File: src/design/sso_pkg.sv
// Shared types, constants and tables of the skid-steer odometry core.
// No dependencies.
package sso_pkg;

    localparam int     CORDIC_STEPS_DEF = 24;
    localparam int     MUL_W            = 34;
    localparam int     PROD_W           = 2 * MUL_W;
    localparam int     FIX_STEPS        = 4;
    localparam int     CNT_W            = 6;
    localparam int     MICRO            = 1000000;
    localparam int     HALF_MICRO       = 500000;
    localparam longint RECIP_MICRO      = 64'd4503599627;
    localparam int     PI30_Q24         = 1756906;
    localparam int     INV2PI_Q32       = 683565276;
    localparam int     CORDIC_GAIN      = 652032874;

    typedef enum logic [2:0] {
        REG_MODE          = 3'd0,
        REG_GEAR_RATIO    = 3'd1,
        REG_RADIUS        = 3'd2,
        REG_INV_BASELINE  = 3'd3,
        REG_START_X       = 3'd4,
        REG_START_Y       = 3'd5,
        REG_START_HEADING = 3'd6
    } reg_index_t;

    typedef enum logic [4:0] {
        S_IDLE, S_K1, S_K2, S_KQ, S_LIN, S_T, S_TQ, S_ANG, S_AQ, S_MD, S_MA,
        S_DV0, S_QA, S_QB, S_RA, S_RB, S_DIV, S_DSGN, S_TURN, S_PHI, S_CORD,
        S_PX, S_PY, S_PW, S_OUT
    } state_t;

    typedef struct packed {
        logic signed [15:0] rpm_front_right;
        logic signed [15:0] rpm_front_left;
        logic signed [15:0] rpm_rear_right;
        logic signed [15:0] rpm_rear_left;
        logic        [19:0] elapsed_us;
    } in_word_t;

    typedef struct packed {
        logic signed [31:0] pose_x;
        logic signed [31:0] pose_y;
        logic        [31:0] pose_heading;
        logic signed [31:0] linear_speed;
        logic signed [31:0] angular_speed;
    } out_word_t;

    function automatic logic [31:0] atan_at(input logic [4:0] i);
        logic [31:0] r;
        case (i)
            5'd0:  r = 32'h20000000;
            5'd1:  r = 32'h12E4051E;
            5'd2:  r = 32'h09FB385B;
            5'd3:  r = 32'h051111D4;
            5'd4:  r = 32'h028B0D43;
            5'd5:  r = 32'h0145D7E1;
            5'd6:  r = 32'h00A2F61E;
            5'd7:  r = 32'h00517C55;
            5'd8:  r = 32'h0028BE53;
            5'd9:  r = 32'h00145F2F;
            5'd10: r = 32'h000A2F98;
            5'd11: r = 32'h000517CC;
            5'd12: r = 32'h00028BE6;
            5'd13: r = 32'h000145F3;
            5'd14: r = 32'h0000A2FA;
            5'd15: r = 32'h0000517D;
            5'd16: r = 32'h000028BE;
            5'd17: r = 32'h0000145F;
            5'd18: r = 32'h00000A30;
            5'd19: r = 32'h00000518;
            5'd20: r = 32'h0000028C;
            5'd21: r = 32'h00000146;
            5'd22: r = 32'h000000A3;
            5'd23: r = 32'h00000051;
            5'd24: r = 32'h00000029;
            5'd25: r = 32'h00000014;
            5'd26: r = 32'h0000000A;
            5'd27: r = 32'h00000005;
            5'd28: r = 32'h00000003;
            5'd29: r = 32'h00000001;
            5'd30: r = 32'h00000001;
            default: r = 32'h00000000;
        endcase
        return r;
    endfunction

endpackage

File: src/design/sso_mul.sv
// Shared signed multiplier with registered product.
// Depends on sso_pkg.
module sso_mul #(
    parameter int W = sso_pkg::MUL_W
) (
    input  logic                  clk,
    input  logic signed [W-1:0]   a,
    input  logic signed [W-1:0]   b,
    output logic signed [2*W-1:0] p_reg
);

    logic signed [2*W-1:0] p_next;

    assign p_next = (2*W)'(a) * (2*W)'(b);

    always_ff @(posedge clk)
    begin
        p_reg <= p_next;
    end

endmodule

File: config.mk
export PLATFORM = sky130hd
export DESIGN_NAME = sso_mul
export DESIGN_NICKNAME = d
export VERILOG_FILES = /design/src/design/sso_pkg.sv /design/src/design/sso_mul.sv
export SDC_FILE = /design/constraint.sdc
export NUM_CORES = 2
export LEC_CHECK = 0
export BUFFER_PORTS_ARGS = -buffer_cell sky130_fd_sc_hd__buf_4
export CAP_MARGIN = 30
export CORE_ASPECT_RATIO = 0.75
export CORE_MARGIN = 8
export CORE_UTILIZATION = 55
export CTS_CLUSTER_SIZE = 24
export DETAILED_ROUTE_END_ITERATION = 8
export PLACE_DENSITY = 0.76
export SYNTH_ARGS = -nofsm -noshare
export SYNTH_HDL_FRONTEND = slang
export SYNTH_SLANG_ARGS = --single-unit
export TNS_END_PERCENT = 30
File: constraint.sdc
create_clock -name clk -period 10 [get_ports clk]
set_clock_uncertainty 0.15 [all_clocks]
set_input_delay 0 -clock clk [delete_from_list [all_inputs] [get_ports clk]]
set_output_delay 0 -clock clk [all_outputs]
set_load 0.1 [all_outputs]
# Yosys cells after proc, flatten, opt, wreduce, memory -nomap -nowiden
# Cells that the tools add are included.
# Widths: inputs -> output; s select.
[classes] multipliers=1
[ops] operator="$mul 34x34->68" count=1
[totals] reg_bits=68 in_bits=69 elab_cells=2

# Depth between registers and ports, before layout
[logic_depth] depth_word=1 depth_mapped=31 ltp_nobuf=29

# Least setup slack after synthesis
# No wires, ideal clock.
[synth_path] path_type="input -> register" start="input port a[33]" end="register p_reg[61]" setup_ps=72 arrival_ps=7310 n_path_buf=2 t_required_ps=9778 path_stages=23 setup_slack_ps=2468 path_cell_list="clkbuf_1 -> nand2_1 -> inv_1 -> fa_1 -> fa_1 -> fa_1 -> fa_1 -> fa_1 -> fa_1 -> fa_1 -> fa_1 -> ha_1 -> clkbuf_1 -> a21oi_1 -> o21bai_1 -> a21oi_1 -> o21ai_0 -> and2_1 -> o41a_1 -> o21ba_2 -> a21o_1 -> a21oi_2 -> xnor2_1"
[synth_between] elab_chain_cells=1
[synth_rtl] item="from (decl)" line_no="sso_mul.sv:7" source="input logic signed [W-1:0] a,"
[synth_rtl] item="$mul 34x34->68" line_no="sso_mul.sv:14" source="assign p_next = (2*W)'(a) * (2*W)'(b);"
[synth_rtl] item="net p_next[61]" line_no="sso_mul.sv:12" source="logic signed [2*W-1:0] p_next;"
[synth_rtl] item="to (signal assigned)" line_no="sso_mul.sv:18" source="p_reg <= p_next;"
[synth_rtl] item="to (decl)" line_no="sso_mul.sv:9" source="output logic signed [2*W-1:0] p_reg"
# The timed path passes the listed nets, and every way through them passes these cells.

# Worst setup path after layout
[layout_path] start="input port b[7]" end="register p_reg[65]"
[layout_between] elab_chain_cells=1
[layout_rtl] item="from (decl)" line_no="sso_mul.sv:8" source="input logic signed [W-1:0] b,"
[layout_rtl] item="$mul 34x34->68" line_no="sso_mul.sv:14"
[layout_rtl] item="net p_next[65]" line_no="sso_mul.sv:12"
# The timed path passes the listed nets, and every way through them passes these cells.

==> out/summary.txt <==
DP Cell Count - 5535
Synth Area in Compound Gates - 3.409%
CP required - 10120 ps
Critical Path Start Type - primary input
largest net degree at the start of global routing - 35
drt first pass iters - 7
clock tree buffer depth - 2
vias in the first global route - 33260
ys flop type - dfxtp_1
Final nets - 6015
cells after synthesis - 4578
Rel. slew slack - 37.42%
cts-stage hold buffer count - 1
Row Count - 89
most common cell after layout, fill and taps aside - fa_1
DRC - 0
core box area - 0.07817 mm²
final slew viol count - 0
initial antenna violation count - 5
final std cells w/o fill - 5555
via/cell ratio - 5.405
post-synthesis async set-or-reset flop share - 0%
Syn Area/Cell - 9.429 µm²
clock-pin slew on the worst setup and hold paths - 80 ps
I/O pin cnt - 137
Hold Crit Depth - 2
area growth from synthesis to layout - 4.209%
largest family of logic cells by synthesized area - adder cells
fillcell total - 6681
Reg area - 0.001361 mm²
#FFs+latches synth - 68
DP HPWL - 94.66 mm
Worst Path Max Fanout - 34
mux cell area share after synthesis - 0%
YS warnings - 0
I/O Buffers - 136
Hold WC Path Type - in -> reg
CTS buffer count - 9
CP endpoint kind - register
most frequent cells in the layout - fa_1, inv_1, and2_1
clock root buffer - clkbuf_16
share of cells above drive strength 1 - 4.128%
Die ar. - 0.08780 mm²
detailed router's first-iteration violation count - 2517
RD Place Congestion - 0.9458
synth unique cells - 73
Setup CP Type - in -> reg
hold worst-path end - p_reg[0]
clk sink count - 68
min cycle time layout - 7978 ps
Max Clock Freq - 0.1253 GHz
RSZ-0062 raised after global routing - no
multi-input gate area in the final layout - 0.03625 mm²
final hold violations - 0
Syn Std Cell Area - 0.04317 mm²
first-pass GRT wire length - 191.0 mm
syn nets - 6092
Wirelength per Cell - 21.04 µm
H-tree levels - 3
setup tns final - 0 ps
Data arrival, critical path - 8100 ps
Detail Route Antenna Nets - 0
Synth Area in Simple Gates - 15.54%
via count - 30030
Post-Synth Adder-Cell Area - 63.47%
PostCTS Resize Cnt - 0
Seq/Total Area, Yosys - 3.154%
CTS tree - built
starting density of the core - 55.22%
Final Cycle Share - 79.78%
Slew @ Worst Pin - 937.6 ps
Post-synth EDFFs - 0
hold wc startpoint - a[0]
Routed Wire Length - 116.9 mm
postcts setup bufs - 0
Largest register FFs - 68
grt total ovfl - 0
status - complete, no violations
total of max-cap violations - 0
die height - 258.6 µm
Die Span X - 339.5 µm
xor and xnor area share after synthesis - 1.562%
setup violators final - 0
total track usage - 27.84%
-- worst max-delay path, cell delays in order --
cell       delay (ps)
buf_4             370
nand2_1           220
inv_1             130
fa_1              400
inv_1             230
fa_1              530
inv_1             170
fa_1              470
fa_1             1150
fa_1              580
fa_1              580
fa_1              450
fa_1              460
ha_1              400
a21oi_1           240
o21bai_1           80
a21oi_1           140
o21ai_0           120
and2_1            180
o41a_1            440
nor2_2            160
nor3_1             80
a2111oi_2         330
xnor2_1           170
-- worst max path at each step --
stage / startpoint / to / cells after the start
2_1_floorplan: a[33] / p_reg[61] / 23
3_3_place_gp: b[7] / p_reg[63] / 24
3_5_place_dp: b[7] / p_reg[65] / 24
4_1_cts: b[7] / p_reg[65] / 24
5_1_grt: b[7] / p_reg[65] / 24
6_report: b[7] / p_reg[65] / 24
-- metal layers --
metal | vias up | track usage [%] | wire [µm]
met4 | 6 | 5.333 | 2124
met2 | 1708 | 38.37 | 47120
met1 | 15440 | 41.33 | 50200
li1 | 12730 | - | -
met3 | 140 | 11.58 | 17400
met5 | - | 0 | 38
-- area by class of cell --
cell class	count	area share (%)
antenna	3	0.01669
clock buffer	10	0.5313
clock inverter	6	0.2114
inverter	1236	10.31
multi-input combinational	3043	80.59
sequential	68	3.026
tap	1046	2.910
timing repair buffer	143	2.403
-- synth_stat cells (8+ instances only) --
library cell  instances  share of area (%)
a21o_1               37               0.64
dfxtp_1              68                3.2
nand4_1              14               0.20
inv_1              1235                 11
fa_1               1241                 58
xor2_1               20               0.41
nor2_1               53               0.46
o21bai_1             13               0.23
a21oi_1              54               0.63
and3_1                9               0.13
and2_1              625                9.1
ha_1                204                5.9
o211ai_1              8               0.14
o21ai_0              27               0.31
nand3_1               8              0.093
xnor2_1              57                1.2
nand2b_1             14               0.20
clkbuf_1            216                1.9
nand2_1             550                4.8
nor3_1               10               0.12
-- kinds of logic after synthesis --
| kind of cell | after synthesis |
|---|---|
| buffers and inverters | 1467 |
| AO/OA/AOI/OAI | 211 |
| adder cells (fa/ha/maj) | 1445 |
| XOR/XNOR | 77 |
| flip-flops | 68 |
| AND/OR/NAND/NOR | 1310 |
-- stage by stage --
step / worst slack [ps] / hold WS, ps / utilization [%] / area [µm²]
3_5_place_dp: 1782 / 331.7 / 57.09 / 44630
2_1_floorplan: 2468 / -22.71 / - / 43170
5_1_grt: 1679 / 29.13 / 57.53 / 44970
6_report: 2022 / 43.21 / 57.54 / 44980
3_3_place_gp: 1874 / 319.9 / 57.07 / 44610
4_1_cts: 2085 / 13.65 / 57.53 / 44970
Power is not shown: default switching activity piles up to over one toggle a cycle in this logic, so the estimate is an artifact.
